File: src/sv/tbv_pkg.sv
`timescale 1ns / 1ps
// Shared types, widths and helper functions for the terrain brush vertex update.
// No dependencies.
package tbv_pkg;

  localparam int D2_W   = 50;  // squared xz distance
  localparam int DIST_W = 25;  // integer square root of the above
  localparam int NUM_W  = 51;  // dividend of the falloff division
  localparam int DEN_W  = 30;  // divisor of the falloff division
  localparam int Q_W    = 17;  // quotient bits kept

  localparam logic [16:0] ONE_Q16 = 17'h10000;

  localparam logic       SHAPE_SQUARE = 1'b0;
  localparam logic [1:0] FALL_HARD    = 2'd0;
  localparam logic [1:0] FALL_LINEAR  = 2'd1;
  localparam logic [1:0] FALL_SINE    = 2'd2;
  localparam logic [1:0] FALL_NONE    = 2'd3;

  typedef enum logic [2:0] {
    CFG_SHAPE,
    CFG_FALLOFF,
    CFG_RADIUS,
    CFG_GAIN,
    CFG_FILL,
    CFG_PAINT,
    CFG_FLOOR,
    CFG_CEIL
  } cfg_idx_t;

  // per-vertex data that rides along the distance and divider pipes
  typedef struct packed {
    logic [23:0] h;
    logic [16:0] b;
    logic [15:0] dt;
    logic        wforce;  // weight is fixed, falloff result ignored
    logic        wone;    // fixed weight is 1.0 (else 0)
  } side_t;

  // quarter-wave sine entry k of a 2^bits table, Q0.16, via Q30 Taylor series
  function automatic logic [16:0] sine_entry(input int unsigned k, input int unsigned bits);
    logic [63:0] x;
    logic [63:0] term;
    logic [63:0] sum;
    x = (64'd1686629713 * 64'(k)) >> bits;
    term = x;
    sum = x;
    for (int n = 1; n <= 7; n++) begin
      term = (((term * x) >> 30) * x) >> 30;
      case (n)
        1: term = term / 6;
        2: term = term / 20;
        3: term = term / 42;
        4: term = term / 72;
        5: term = term / 110;
        6: term = term / 156;
        default: term = term / 210;
      endcase
      if (n % 2 == 1) sum = (sum >= term) ? sum - term : 64'd0;
      else sum = sum + term;
    end
    sum = (sum * 64'd65536 + (64'd1 << 29)) >> 30;
    return (sum > 64'd65536) ? ONE_Q16 : sum[16:0];
  endfunction

  function automatic logic [23:0] sat24(input logic signed [27:0] v);
    if (v < -28'sd8388608) return 24'h800000;
    if (v > 28'sd8388607) return 24'h7FFFFF;
    return v[23:0];
  endfunction

endpackage

File: src/sv/tbv_sqrt.sv
`timescale 1ns / 1ps
// Pipelined integer square root, one result bit per stage, with side data.
// Depends on tbv_pkg.
module tbv_sqrt
  import tbv_pkg::*;
(
  input  logic              clk,
  input  logic              rst_n,
  input  logic              in_valid,
  output logic              in_ready,
  input  logic [D2_W-1:0]   in_rad,
  input  side_t             in_side,
  output logic              out_valid,
  input  logic              out_ready,
  output logic [DIST_W-1:0] out_root,
  output side_t             out_side
);

  localparam int NS = DIST_W;

  logic            v_r   [NS];
  logic            en    [NS+1];
  logic [D2_W-1:0] rem_r [NS];
  logic [D2_W-1:0] res_r [NS];
  side_t           side_r[NS];

  assign en[NS] = out_ready;

  for (genvar s = 0; s < NS; s++) begin : g_st
    localparam logic [D2_W-1:0] BIT = D2_W'(1) << (2 * (NS - 1 - s));
    logic            up_v;
    logic [D2_W-1:0] rem_i;
    logic [D2_W-1:0] res_i;
    logic [D2_W-1:0] trial;
    side_t           side_i;

    if (s == 0) begin : g_first
      assign up_v   = in_valid;
      assign rem_i  = in_rad;
      assign res_i  = '0;
      assign side_i = in_side;
    end else begin : g_next
      assign up_v   = v_r[s-1];
      assign rem_i  = rem_r[s-1];
      assign res_i  = res_r[s-1];
      assign side_i = side_r[s-1];
    end

    assign en[s] = !v_r[s] || en[s+1];
    assign trial = res_i + BIT;

    always_ff @(posedge clk) begin
      if (!rst_n) begin
        v_r[s] <= 1'b0;
      end else if (en[s]) begin
        v_r[s] <= up_v;
      end
      if (en[s]) begin
        side_r[s] <= side_i;
        if (rem_i >= trial) begin
          rem_r[s] <= rem_i - trial;
          res_r[s] <= (res_i >> 1) + BIT;
        end else begin
          rem_r[s] <= rem_i;
          res_r[s] <= res_i >> 1;
        end
      end
    end
  end

  assign in_ready  = en[0];
  assign out_valid = v_r[NS-1];
  assign out_root  = res_r[NS-1][DIST_W-1:0];
  assign out_side  = side_r[NS-1];

endmodule

File: config.mk
export PLATFORM = sky130hd
export DESIGN_NAME = tbv_sqrt
export DESIGN_NICKNAME = d
export VERILOG_FILES = /design/src/sv/tbv_pkg.sv /design/src/sv/tbv_sqrt.sv
export SDC_FILE = /design/constraint.sdc
export NUM_CORES = 2
export LEC_CHECK = 0
export BUFFER_PORTS_ARGS = -buffer_cell sky130_fd_sc_hd__buf_2
export CAP_MARGIN = 20
export CORE_MARGIN = 10
export CORE_UTILIZATION = 35
export DETAILED_ROUTE_END_ITERATION = 10
export PLACE_DENSITY = 0.52
export REMOVE_ABC_BUFFERS = 1
export SETUP_SLACK_MARGIN = 0.15
export SYNTH_ARGS = -nofsm -noshare
export SYNTH_HDL_FRONTEND = slang
export SYNTH_SLANG_ARGS = --single-unit
File: constraint.sdc
create_clock -name clk -period 7.7 [get_ports clk]
set_input_delay 0 -clock clk [delete_from_list [all_inputs] [get_ports clk]]
set_output_delay 0 -clock clk [all_outputs]
set_load 0.01 [all_outputs]
# Word level (Yosys, flattened, before mapping)
# Memory sizes are Yosys's and may differ from the RTL's.
# Cells that the tools add are included.
[classes]
addsub = 73
magnitude_cmp = 25
mux = 326
n_bitwise = 75
reduce_logical = 50
[ops]
columns = ["op", "count"]
rows = [
  ["two-way mux 50 bit", 50],
  ["greater-or-equal comparator 50 bit", 24],
  ["subtractor 50 bit", 24],
  ["two-way mux 1 bit", 276],
  ["bitwise OR 1 bit", 75],
  ["adder 49 x 1 -> 50 bit, second input constant", 1],
  ["adder 49 x 11 -> 50 bit, second input constant", 1],
  ["adder 49 x 13 -> 50 bit, second input constant", 1],
  ["adder 49 x 15 -> 50 bit, second input constant", 1],
  ["adder 49 x 17 -> 50 bit, second input constant", 1],
  ["adder 49 x 19 -> 50 bit, second input constant", 1],
  ["adder 49 x 21 -> 50 bit, second input constant", 1],
  ["adder 49 x 23 -> 50 bit, second input constant", 1],
  ["adder 49 x 25 -> 50 bit, second input constant", 1],
  ["adder 49 x 27 -> 50 bit, second input constant", 1],
  ["adder 49 x 29 -> 50 bit, second input constant", 1],
  ["adder 49 x 3 -> 50 bit, second input constant", 1],
  ["adder 49 x 31 -> 50 bit, second input constant", 1],
  ["adder 49 x 33 -> 50 bit, second input constant", 1],
  ["adder 49 x 35 -> 50 bit, second input constant", 1],
  ["adder 49 x 37 -> 50 bit, second input constant", 1],
  ["adder 49 x 39 -> 50 bit, second input constant", 1],
  ["adder 49 x 41 -> 50 bit, second input constant", 1],
  ["adder 49 x 43 -> 50 bit, second input constant", 1],
  ["33 further kinds", 81],
]
[word_totals]
regBits = 0
mem_bits_rw = 4000
output_inout_bits = 86
wordCells = 553
n_memories = 4
[mem_list]
columns = ["name", "depth", "width", "read_ports", "rd_clocked_by_memory_dff", "wr", "line_no", "text"]
rows = [
  ["side_r", 25, 59, 25, 0, 25, "tbv_sqrt.sv:25", "side_t side_r[NS];"],
  ["rem_r", 25, 50, 24, 0, 25, "tbv_sqrt.sv:23", "logic [D2_W-1:0] rem_r [NS];"],
  ["res_r", 25, 50, 25, 0, 25, "tbv_sqrt.sv:24", "logic [D2_W-1:0] res_r [NS];"],
  ["v_r", 25, 1, 25, 0, 25, "tbv_sqrt.sv:21", "logic v_r [NS];"],
]

# Logic depth before layout (Yosys ltp)
# An unclocked memory read counts as a cell.
[logic_depth]
ltp_word = 31
ltp_mapped = 13
mapped_depth_nobuf = 11

# Worst setup path after synthesis
# Ideal clock, no wire load.
[synth_timing]
path_type = "register to register"
from = "memory v_r[24][0], in the netlist v_r[3][0]"
to = "memory rem_r[12][39], in the netlist rem_r[1][239], data pin"
setup_ns = 0.258
t_arrival_ns = 5.894
slack_ns = 1.547
path_stages_with_launch = 10
n_path_buf = 2
synth_period_minus_slack_ns = 6.153
path_cell_list = "edfxtp_1 -> and4b_1 -> and4_1 -> clkbuf_1 -> nand3_1 -> and4b_1 -> nand3_1 -> clkbuf_1 -> nand4b_1 -> xnor2_1"
[synth_lines]
columns = ["element", "line_no"]
rows = [
  ["start, declared", "tbv_sqrt.sv:21"],
  ["end, declared", "tbv_sqrt.sv:23"],
]

==> metrics <==
hold path endpoint=rem_r[0][49]$_DFFE_PP_; setup slack at placement=2.887 ns; # nets final=roughly 8,400; Area growth, synth to finish=15.88%; CTS buffer count=314; worst hold margin=0.1940 ns; Mapped Cells=approximately 7,200; initial core utilization=35.10%; number of I/O pins=199; die area=360,900 sq um; first-pass GRT wire length=around 370,000 microns; Hold WC Path Type=primary input to flop; Reg2Reg Capture Point=rem_r[0][48]$_DFFE_PP_; Setup crit start kind=flop; final setup vio count=0; initial antenna violation count=5; Post-synth EDFFs=roughly 3,000; Vias=60,239; Port-buffer cells=just under 200; Post-route DRC=0; FMAX=188.9 MHz; largest cells by area after synthesis=edfxtp_1 (77%), ha_1 (3.7%), xnor2_1 (2.0%); dpl hpwl=165,500 microns; Global Route Usage Sum=12.59%; Avg WL per Cell=18.39 microns; final hold vios=0; crit path launch=v_r[2][7]$_DFFE_PP_; Worst-Margin Slew=approximately 1.1 ns; #FFs+latches synth=3,025; status=finished, final reports clean; Iteration-0 DRC Markers=3,968; Leak=0.05203 uW; worst hold stages=5; Tmin final=5.295 ns; Worst Path Class, Setup=flop to output pin; FF+latch area=90,830 sq um; CP required=just under 8 ns; Worst IR Drop VDD=between 0.15 and 0.2 mV; Detail Route Antenna Nets=0; Finished Core Util=slightly above 40%; Placer Congestion=about 0.84; max_slew headroom=24.45%; CTS tree=yes; clock transition at the registers of the reported paths=roughly 0.060 ns; Pre-Repair DR Iteration Count=7; PwrDens=309.9 nW/um^2; Worst Path Arrival=roughly 5.3 ns; Yosys cell types=90; chip height=600.8 microns; vias in the first global route=between 60,000 and 70,000; clock tree sinks=about 3,000; CORE AREA=336,300 sq um; clk buf depth=4; CP endpoint kind=output pin; most frequent cells in the layout=edfxtp_1 (3,024), inv_1 (441), nand2_1 (370), ha_1 (347), clkbuf_16 (321); fin crit share=68.77%; GRT overflow=0; start of the worst register-to-register path=v_r[2][7]$_DFFE_PP_; top cell type's share of synthesized area=between 70% and 80%; post-CTS sizing=0; share of layout cells above drive strength 1=about a tenth; setup_tns=0 ns; RSZ-0062 raised after global routing=no; Total Wirelength=233,000 microns; H-tree depth=5; Clock Skews=0.07345 ns; Synth Flop Type=edfxtp_1; worst-path fanout max=65; Post-synth ARST share=0%; clock root buffer=clkbuf_16; cell depth of the worst flop-to-flop path=8; FILL cells=30,325; MaxCap Viol Count=0; worst setup margin=2.405 ns; Synth area leader=edfxtp_1; worst skew pair latency=~0.90 ns; vias per cell=roughly 4.8; Yosys warning total=0; row count=213; Syn Std Cell Area=118,100 sq um; Register-to-Register Setup Slack=approximately 2.5 ns; largest net degree at the start of global routing=80; Post-Syn Area per Cell=16.31 sq um; commonest non-fill, non-tap cell in the layout=edfxtp_1; Die W=600.8 microns; fin. max-slew vios=0; sequential fraction of the synthesis area=76.94%; Multi-input gate area=approximately 25,000 sq um; hold path start=in_rad[49]
==> registers in the layout, indices dropped and copies added (netlist names) <==
name	count
side_r	1475
res_r	325
v_r	25
rem_r	1200
==> report_power, final <==
group | internal, uW | switching (uW) | total (uW)
clock | 8250 | 6050 | 14300
sequential | 20900 | 1570 | 22400
combinational | 2600 | 3070 | 5660
total | 31700 | 10700 | 42400
==> metal layers <==
metal / part of all wire [%] / global-route usage [%]
met5: 0 / 0
met4: 3.0 / 3.868
met3: 3.8 / 1.841
met2: 52 / 23.02
met1: 41 / 15.31
==> metrics by stage <==
step / cell area (sq um) / cells / total power, uW
5_1_grt: 136800 / 12670 / 44560
3_5_place_dp: 124900 / 11899 / 28380
2_1_floorplan: 117600 / 7131 / 26420
4_1_cts: 136800 / 12669 / 42940
6_report: 136800 / 12672 / 42390
3_3_place_gp: 124900 / 11898 / 28250
==> cell usage after synthesis, types with 96 or more instances <==
master	instances
a21o_1	96
a21oi_1	292
edfxtp_1	3024
ha_1	347
inv_1	452
nand2_1	378
nand3_1	117
nor2_1	299
nor3_1	164
nor4_1	198
o21ai_0	249
xnor2_1	264
xor2_1	254
==> area by class of cell <==
class,count,area share (%)
inverter,454,1.265
clock buffer,395,6.075
antenna,3,0.005488
tap,4515,4.129
multi-input combinational,3652,18.47
timing repair buffer,478,2.671
sequential,3025,66.39
clock inverter,150,0.9942
==> kinds of logic after synthesis <==
group           after synthesis  synth area share, %
compound gates             1006                5.404
xor+xnor                    518                3.843
fa+ha+maj                   347                3.678
buf+inv                     562                1.813
flops                      3025                76.94
mux                          70               0.6529
simple gates               1711                7.670
==> worst max path at each step <==
stage                                    to
global placement    rem_r[2][305]$_DFFE_PP_
detailed placement   rem_r[0][49]$_DFFE_PP_
CTS                                in_ready
finish                             in_ready
floorplan            rem_r[1][97]$_DFFE_PP_
global route                       in_ready
==> worst max-delay path, stage by stage (launching register included) <==
cell and delay (ns):
edfxtp_1 0.46, and4b_1 0.60, and4_1 0.76, and4_1 0.87, nand3_4 0.70, buf_4 0.61, buf_2 0.28
==> timing repair <==
| item | CTS | global route |
|---|---|---|
| hold endpoints to repair | 171 | 0 |
| buffers inserted | 0 | 0 |
| hold buffers | 225 | 0 |
Note: power is estimated with default switching activity, not from simulation.
