[config.mk]
export PLATFORM = sky130hd
export DESIGN_NAME = tbv_div
export DESIGN_NICKNAME = d
export VERILOG_FILES = /design/src/sv/tbv_pkg.sv /design/src/sv/tbv_div.sv
export SDC_FILE = /design/constraint.sdc
export NUM_CORES = 2
export LEC_CHECK = 0
export BUFFER_PORTS_ARGS = -buffer_cell sky130_fd_sc_hd__buf_2
export CAP_MARGIN = 20
export CORE_ASPECT_RATIO = 0.5
export CORE_MARGIN = 4
export CORE_UTILIZATION = 55
export DETAILED_ROUTE_END_ITERATION = 8
export PLACE_DENSITY = 0.8
export SYNTH_ARGS = -nofsm -noshare
export SYNTH_HDL_FRONTEND = slang
export SYNTH_SLANG_ARGS = --single-unit
[constraint.sdc]
create_clock -name clk -period 11.1 [get_ports clk]
set_input_delay 1.11 -clock clk [delete_from_list [all_inputs] [get_ports clk]]
set_output_delay 1.11 -clock clk [all_outputs]
set_load 0.01 [all_outputs]
[src/sv/tbv_pkg.sv]
`timescale 1ns / 1ps
// Shared types, widths and helper functions for the terrain brush vertex update.
// No dependencies.
package tbv_pkg;

  localparam int D2_W   = 50;  // squared xz distance
  localparam int DIST_W = 25;  // integer square root of the above
  localparam int NUM_W  = 51;  // dividend of the falloff division
  localparam int DEN_W  = 30;  // divisor of the falloff division
  localparam int Q_W    = 17;  // quotient bits kept

  localparam logic [16:0] ONE_Q16 = 17'h10000;

  localparam logic       SHAPE_SQUARE = 1'b0;
  localparam logic [1:0] FALL_HARD    = 2'd0;
  localparam logic [1:0] FALL_LINEAR  = 2'd1;
  localparam logic [1:0] FALL_SINE    = 2'd2;
  localparam logic [1:0] FALL_NONE    = 2'd3;

  typedef enum logic [2:0] {
    CFG_SHAPE,
    CFG_FALLOFF,
    CFG_RADIUS,
    CFG_GAIN,
    CFG_FILL,
    CFG_PAINT,
    CFG_FLOOR,
    CFG_CEIL
  } cfg_idx_t;

  // per-vertex data that rides along the distance and divider pipes
  typedef struct packed {
    logic [23:0] h;
    logic [16:0] b;
    logic [15:0] dt;
    logic        wforce;  // weight is fixed, falloff result ignored
    logic        wone;    // fixed weight is 1.0 (else 0)
  } side_t;

  // quarter-wave sine entry k of a 2^bits table, Q0.16, via Q30 Taylor series
  function automatic logic [16:0] sine_entry(input int unsigned k, input int unsigned bits);
    logic [63:0] x;
    logic [63:0] term;
    logic [63:0] sum;
    x = (64'd1686629713 * 64'(k)) >> bits;
    term = x;
    sum = x;
    for (int n = 1; n <= 7; n++) begin
      term = (((term * x) >> 30) * x) >> 30;
      case (n)
        1: term = term / 6;
        2: term = term / 20;
        3: term = term / 42;
        4: term = term / 72;
        5: term = term / 110;
        6: term = term / 156;
        default: term = term / 210;
      endcase
      if (n % 2 == 1) sum = (sum >= term) ? sum - term : 64'd0;
      else sum = sum + term;
    end
    sum = (sum * 64'd65536 + (64'd1 << 29)) >> 30;
    return (sum > 64'd65536) ? ONE_Q16 : sum[16:0];
  endfunction

  function automatic logic [23:0] sat24(input logic signed [27:0] v);
    if (v < -28'sd8388608) return 24'h800000;
    if (v > 28'sd8388607) return 24'h7FFFFF;
    return v[23:0];
  endfunction

endpackage

[src/sv/tbv_div.sv]
`timescale 1ns / 1ps
// Pipelined restoring divider, quotient saturated to 1.0 in Q0.16.
// Depends on tbv_pkg.
module tbv_div
  import tbv_pkg::*;
(
  input  logic             clk,
  input  logic             rst_n,
  input  logic             in_valid,
  output logic             in_ready,
  input  logic [NUM_W-1:0] in_num,
  input  logic [DEN_W-1:0] in_den,
  input  side_t            in_side,
  output logic             out_valid,
  input  logic             out_ready,
  output logic [Q_W-1:0]   out_quo,
  output side_t            out_side
);

  localparam int NS    = Q_W + 1;
  localparam int REM_W = DEN_W + Q_W;

  logic             v_r   [NS];
  logic             en    [NS+1];
  logic             sat_r [NS];
  logic [REM_W-1:0] rem_r [NS];
  logic [Q_W-1:0]   q_r   [NS];
  logic [DEN_W-1:0] den_r [NS];
  side_t            side_r[NS];

  assign en[NS] = out_ready;

  // first stage: quotient of 2.0 or more saturates outright
  assign en[0] = !v_r[0] || en[1];
  always_ff @(posedge clk) begin
    if (!rst_n) begin
      v_r[0] <= 1'b0;
    end else if (en[0]) begin
      v_r[0] <= in_valid;
    end
    if (en[0]) begin
      sat_r[0]  <= in_num >= NUM_W'({in_den, {Q_W{1'b0}}});
      rem_r[0]  <= in_num[REM_W-1:0];
      q_r[0]    <= '0;
      den_r[0]  <= in_den;
      side_r[0] <= in_side;
    end
  end

  for (genvar s = 1; s < NS; s++) begin : g_st
    localparam int K = Q_W - s;
    logic [REM_W-1:0] sub;

    assign en[s] = !v_r[s] || en[s+1];
    assign sub   = REM_W'(den_r[s-1]) << K;

    always_ff @(posedge clk) begin
      if (!rst_n) begin
        v_r[s] <= 1'b0;
      end else if (en[s]) begin
        v_r[s] <= v_r[s-1];
      end
      if (en[s]) begin
        sat_r[s]  <= sat_r[s-1];
        den_r[s]  <= den_r[s-1];
        side_r[s] <= side_r[s-1];
        if (rem_r[s-1] >= sub) begin
          rem_r[s] <= rem_r[s-1] - sub;
          q_r[s]   <= q_r[s-1] | (Q_W'(1) << K);
        end else begin
          rem_r[s] <= rem_r[s-1];
          q_r[s]   <= q_r[s-1];
        end
      end
    end
  end

  assign in_ready  = en[0];
  assign out_valid = v_r[NS-1];
  assign out_quo   = (sat_r[NS-1] || q_r[NS-1] > ONE_Q16) ? ONE_Q16 : q_r[NS-1];
  assign out_side  = side_r[NS-1];

endmodule

[After elaboration in Yosys (flattened, before gate mapping)]
Memory sizes are Yosys's and may differ from the RTL's.
Cells that the tools add are included.
Storage, ports and cells
  bits of input ports: 144
  bits in latches: 0
  logic and storage cells: 359
  RAM bits: 2790
  memories: 6
  memory bits (read-only): 0
  bits in registers: 0
Operators by class
  shift-type cells: 0
  reductions and logical operators: 37
  div/mod/pow operators: 0
  add/subtract/negate cells: 17
  multipliers: 0
  equality and inequality tests: 0
  $lt $le $gt $ge: 19
  muxes and demuxes: 228
  bitwise logic cells: 52
Memories
  side_r: words 18, bits a word 59, read ports 18, clocked after Yosys merged registers in 0, write ports 18, line tbv_div.sv:29  | side_t side_r[NS];
  rem_r: words 18, bits a word 47, read ports 17, clocked after Yosys merged registers in 0, write ports 18, line tbv_div.sv:26  | logic [REM_W-1:0] rem_r [NS];
  den_r: words 18, bits a word 30, read ports 17, clocked after Yosys merged registers in 0, write ports 18, line tbv_div.sv:28  | logic [DEN_W-1:0] den_r [NS];
  q_r: words 18, bits a word 17, read ports 18, clocked after Yosys merged registers in 0, write ports 18, line tbv_div.sv:27  | logic [Q_W-1:0] q_r [NS];
  sat_r: words 18, bits a word 1, read ports 18, clocked after Yosys merged registers in 0, write ports 18, line tbv_div.sv:25  | logic sat_r [NS];
  v_r: words 18, bits a word 1, read ports 18, clocked after Yosys merged registers in 0, write ports 18, line tbv_div.sv:23  | logic v_r [NS];
Operator list (count)
  $mux 47: 17
  $mux 17: 18
  $mux 1: 193
  $or 1x1->1: 52
  $ge 51x47->1: 1
  $ge 47x30->1: 1
  $ge 47x31->1: 1
  $ge 47x32->1: 1
  $ge 47x33->1: 1
  $ge 47x34->1: 1
  $ge 47x35->1: 1
  $ge 47x36->1: 1
  $ge 47x37->1: 1
  $ge 47x38->1: 1
  $ge 47x39->1: 1
  $ge 47x40->1: 1
  $ge 47x41->1: 1
  $ge 47x42->1: 1
  $ge 47x43->1: 1
  $ge 47x44->1: 1
  $ge 47x45->1: 1
  $ge 47x46->1: 1
  $sub 47x30->47: 1
  $sub 47x31->47: 1
  other kinds (18): 53

[Longest topological paths before layout]
An unclocked memory read counts as a cell.
  word-level depth: 24
  mapped depth: 17
  mapped depth without buffers: 14

[Worst setup path before layout]
Ideal clock, no wire load.
  path kind: input to register
  start: input port out_ready
  end: memory rem_r[1][42] (netlist name) (data pin)
  slack: 2.493 ns
  arrival time: 8.337 ns
  stages on the path: 15
  required time: 10.831 ns
  cells stage by stage: and4b_1 > and3_1 > buf_2 > and4_1 > clkbuf_1 > and3_1 > buf_2 > inv_2 > nor2_2 > nand2_1 > nand3_1 > a31oi_1 > buf_2 > clkbuf_1 > o21ai_0
RTL lines
  start, declared: line tbv_div.sv:15  | input logic out_ready,
  end, declared: line tbv_div.sv:26

==> flow_metrics.py <==
metrics = {
    "critical_path": {
        "cp_max_fo": 64,
        "slowest_stage": "and4_1",
        "rrSetupSlack_ns": 5.30,
        "crit_top_cell": "and3_1",
        "critical_path_class": "reg2out",
        "critPathArrivalTime_ns": 5.59,
        "path_cells": "and4b_1 -> and3_1 -> buf_4 -> and4_1 -> and3_1 -> inv_6 -> nor2_2 -> and3_1 -> nand2_4 -> buf_2",
        "startpoint_type": "flop",
        "critPathMaxStageDelay_ns": 0.64,
        "required_ns": 9.99,
        "cp-end-kind": "primary output",
    },
    "drt": {
        "ant_nets": 0,
        "wl_um": 239000,
        "drt_iter0_markers": 6644,
        "wl_per_cell_um": 20.7,
        "via_count": 66821,
        "drc": 0,
        "firstDrtPassIters": 9,
        "viasPerCell": 5.79,
    },
    "clocking": {
        "clk_pin_slew_worst_paths_ns": 0.07,
        "clockBufferDepth": 4,
        "htree_levels": 4,
        "cts_tree": "built",
        "hold_buffers": 0,
        "cts_setup_buffers": 0,
        "clock-sinks": 2560,
        "post_cts_resized": 0,
        "cts_buffers": 220,
        "clock_latency_ns": 0.86,
        "cts-root-buf": "clkbuf_16",
    },
    "die": {
        "ios": 222,
        "die_x_um": 650,
        "start_util": 0.555,
        "dieArea_um2": 214000,
        "rows": 117,
        "core-area_um2": 204000,
        "die_y_um": 329,
    },
    "flow_run": {
        "cap_violations": 0,
    },
    "logic_synthesis": {
        "seq_area_frac_synth": 0.677,
        "synth_enable_flop_cells": 2559,
        "synthTopCellsByCount": "2559 x edfxtp_1, 693 x inv_1, 558 x nand2_1",
        "synth_top_area_cell": "edfxtp_1",
        "synthMostInstantiatedCell": "edfxtp_1",
        "synth_area_leaders": "edfxtp_1 68%, ha_1 6.0%, a21oi_1 2.4%",
        "synth_warnings": 0,
        "netlist.area_leader.share": 0.677,
        "syn_inst": 8291,
        "avgSynthCellArea_um2": 13.7,
        "ys_seq_elements": 2560,
        "syn_nets": 8991,
        "netlist_area_um2": 114000,
        "ys.flop_type": "edfxtp_1",
        "synth_cell_types": 92,
        "synth-async-reset-ratio": 0,
    },
    "cells_and_area": {
        "drive_above_1_share": 0.0903,
        "final_cell_area_um2": 125000,
        "utilization": 0.612,
        "area_growth_pct": 10.2,
        "nNetsFinal": 9331,
    },
    "placement": {
        "placed_area_um2": 118000,
        "port_buffers": 221,
        "post-place-ws_ns": 4.61,
        "gp_congestion": 0.939,
        "dpl.hpwl_um": 164000,
    },
    "sta": {
        "fin_crit_sh": 0.604,
        "finalSetupTns_ns": 0,
        "fmax_mhz": 149,
        "hold_viol_final": 0,
        "final_max_slew_viol_count": 0,
        "relSlewSlack": 0.288,
        "fin_skew_ns": 0.0546,
        "timing.hold.ws_ns": 0.402,
        "tightest_slew_ns": 1.07,
        "fin_crit_ns": 6.70,
        "rsz0062_at_grt": "false",
        "setup_ws_ns": 4.40,
        "setup_viol": 0,
    },
    "grt": {
        "grt_pass1_vias": 64738,
        "gr-total-overflow": 0,
        "grt_pass1_wl_um": 367000,
        "grt_usage": 0.219,
        "grt_max_degree": 94,
        "antenna_found_initial": 11,
    },
    "run_status": {
        "outcome": "finished, final reports clean",
    },
    "power_and_ir_drop": {
        "powerDensity_nw_per_um2": 250,
        "peakVddDrop_v": 0.000149,
        "leakagePower_nw": 49.3,
    },
    "worst_hold_path": {
        "min_path_type": "reg2reg",
    },
}
-- metal layers --
layer  vias up  global-route usage  share of wire
met5         -                   0        0.00021
met4         8              0.0948          0.048
met3       655              0.0304          0.065
met2      2929               0.369           0.47
met1     31588               0.287           0.41
li1      31641                   -              -
-- kinds of logic (layout without fill, tap and decap cells) --
group	after synthesis	count (layout)	share of synthesized area
adders and majority gates	556	556	0.0623
and+or+nand+nor	1907	1907	0.0821
buffers and inverters	847	1363	0.0283
xor gates and xnor gates	511	511	0.0395
muxes	122	122	0.0120
other	0	5	0
DFF	2560	2560	0.677
AOI/OAI and AO/OA	1788	1788	0.0987
-- through the flow --
step	cells	power (mW)
floorplan	8291	21.1
global placement	11143	23.1
detailed placement	11143	23.4
CTS	11541	31.2
global route	11546	33.0
finish	11549	31.3
-- worst paths after layout --
| check | start | endpoint | cells after the start |
|---|---|---|---|
| setup / recovery | v_r[16] | in_ready | 10 |
| hold / removal | q_r[6][5] | q_r[6][22] | 0 |
| setup reg to reg | v_r[16] | den_r[0][15] | 11 |
| hold reg to reg | q_r[6][5] | q_r[6][22] | 0 |
-- flip-flops by register name, summed over array words and instances, names as in the netlist --
register	count
side_r	1062
den_r	510
v_r	18
sat_r	18
q_r	153
rem_r	799
-- worst max-delay path: cells and delay by family (launching register included) --
family	cells	cell delay [ns]
buffers and inverters	3	0.91
and+or+nand+nor	7	3.38
DFF	1	0.43
-- cell usage in the layout, fill, tap and decap left out, types with 27 or more instances in the layout --
cell type,instances
edfxtp_1,2559
inv_1,686
nand2_1,551
ha_1,540
a21oi_1,537
o21ai_0,463
nor2_1,446
xnor2_1,295
a21o_1,263
clkbuf_16,223
buf_2,221
xor2_1,215
nor3_1,134
nand3_1,121
nand4_1,113
mux2_2,110
nand2b_1,88
nor4_1,87
o21a_1,84
nor2b_1,72
and3_1,66
o21bai_1,49
a211oi_1,47
and2_1,47
clkinv_1,47
o31ai_1,46
buf_4,46
clkinv_2,45
a31oi_1,42
or3_1,42
o211ai_1,36
clkbuf_1,29
or2_2,27
-- where the power goes --
part	total [mW]	switching, mW	internal, mW	leakage [nW]
Combinational	9.53	5.35	4.18	19.1
Clock	7.67	3.47	4.19	3.42
Sequential	14.1	1.16	12.9	26.8
-- area by class of cell --
type / count / area (um2)
antenna: 5 / 12.5
clock buffer: 252 / 5690
clock inverter: 146 / 1360
fill: 14876 / 79200
inverter: 695 / 2650
multi-input combinational: 4884 / 33600
sequential: 2560 / 76900
tap: 2737 / 3420
timing repair buffer: 270 / 1500
Power figures use the tool's default switching activity.
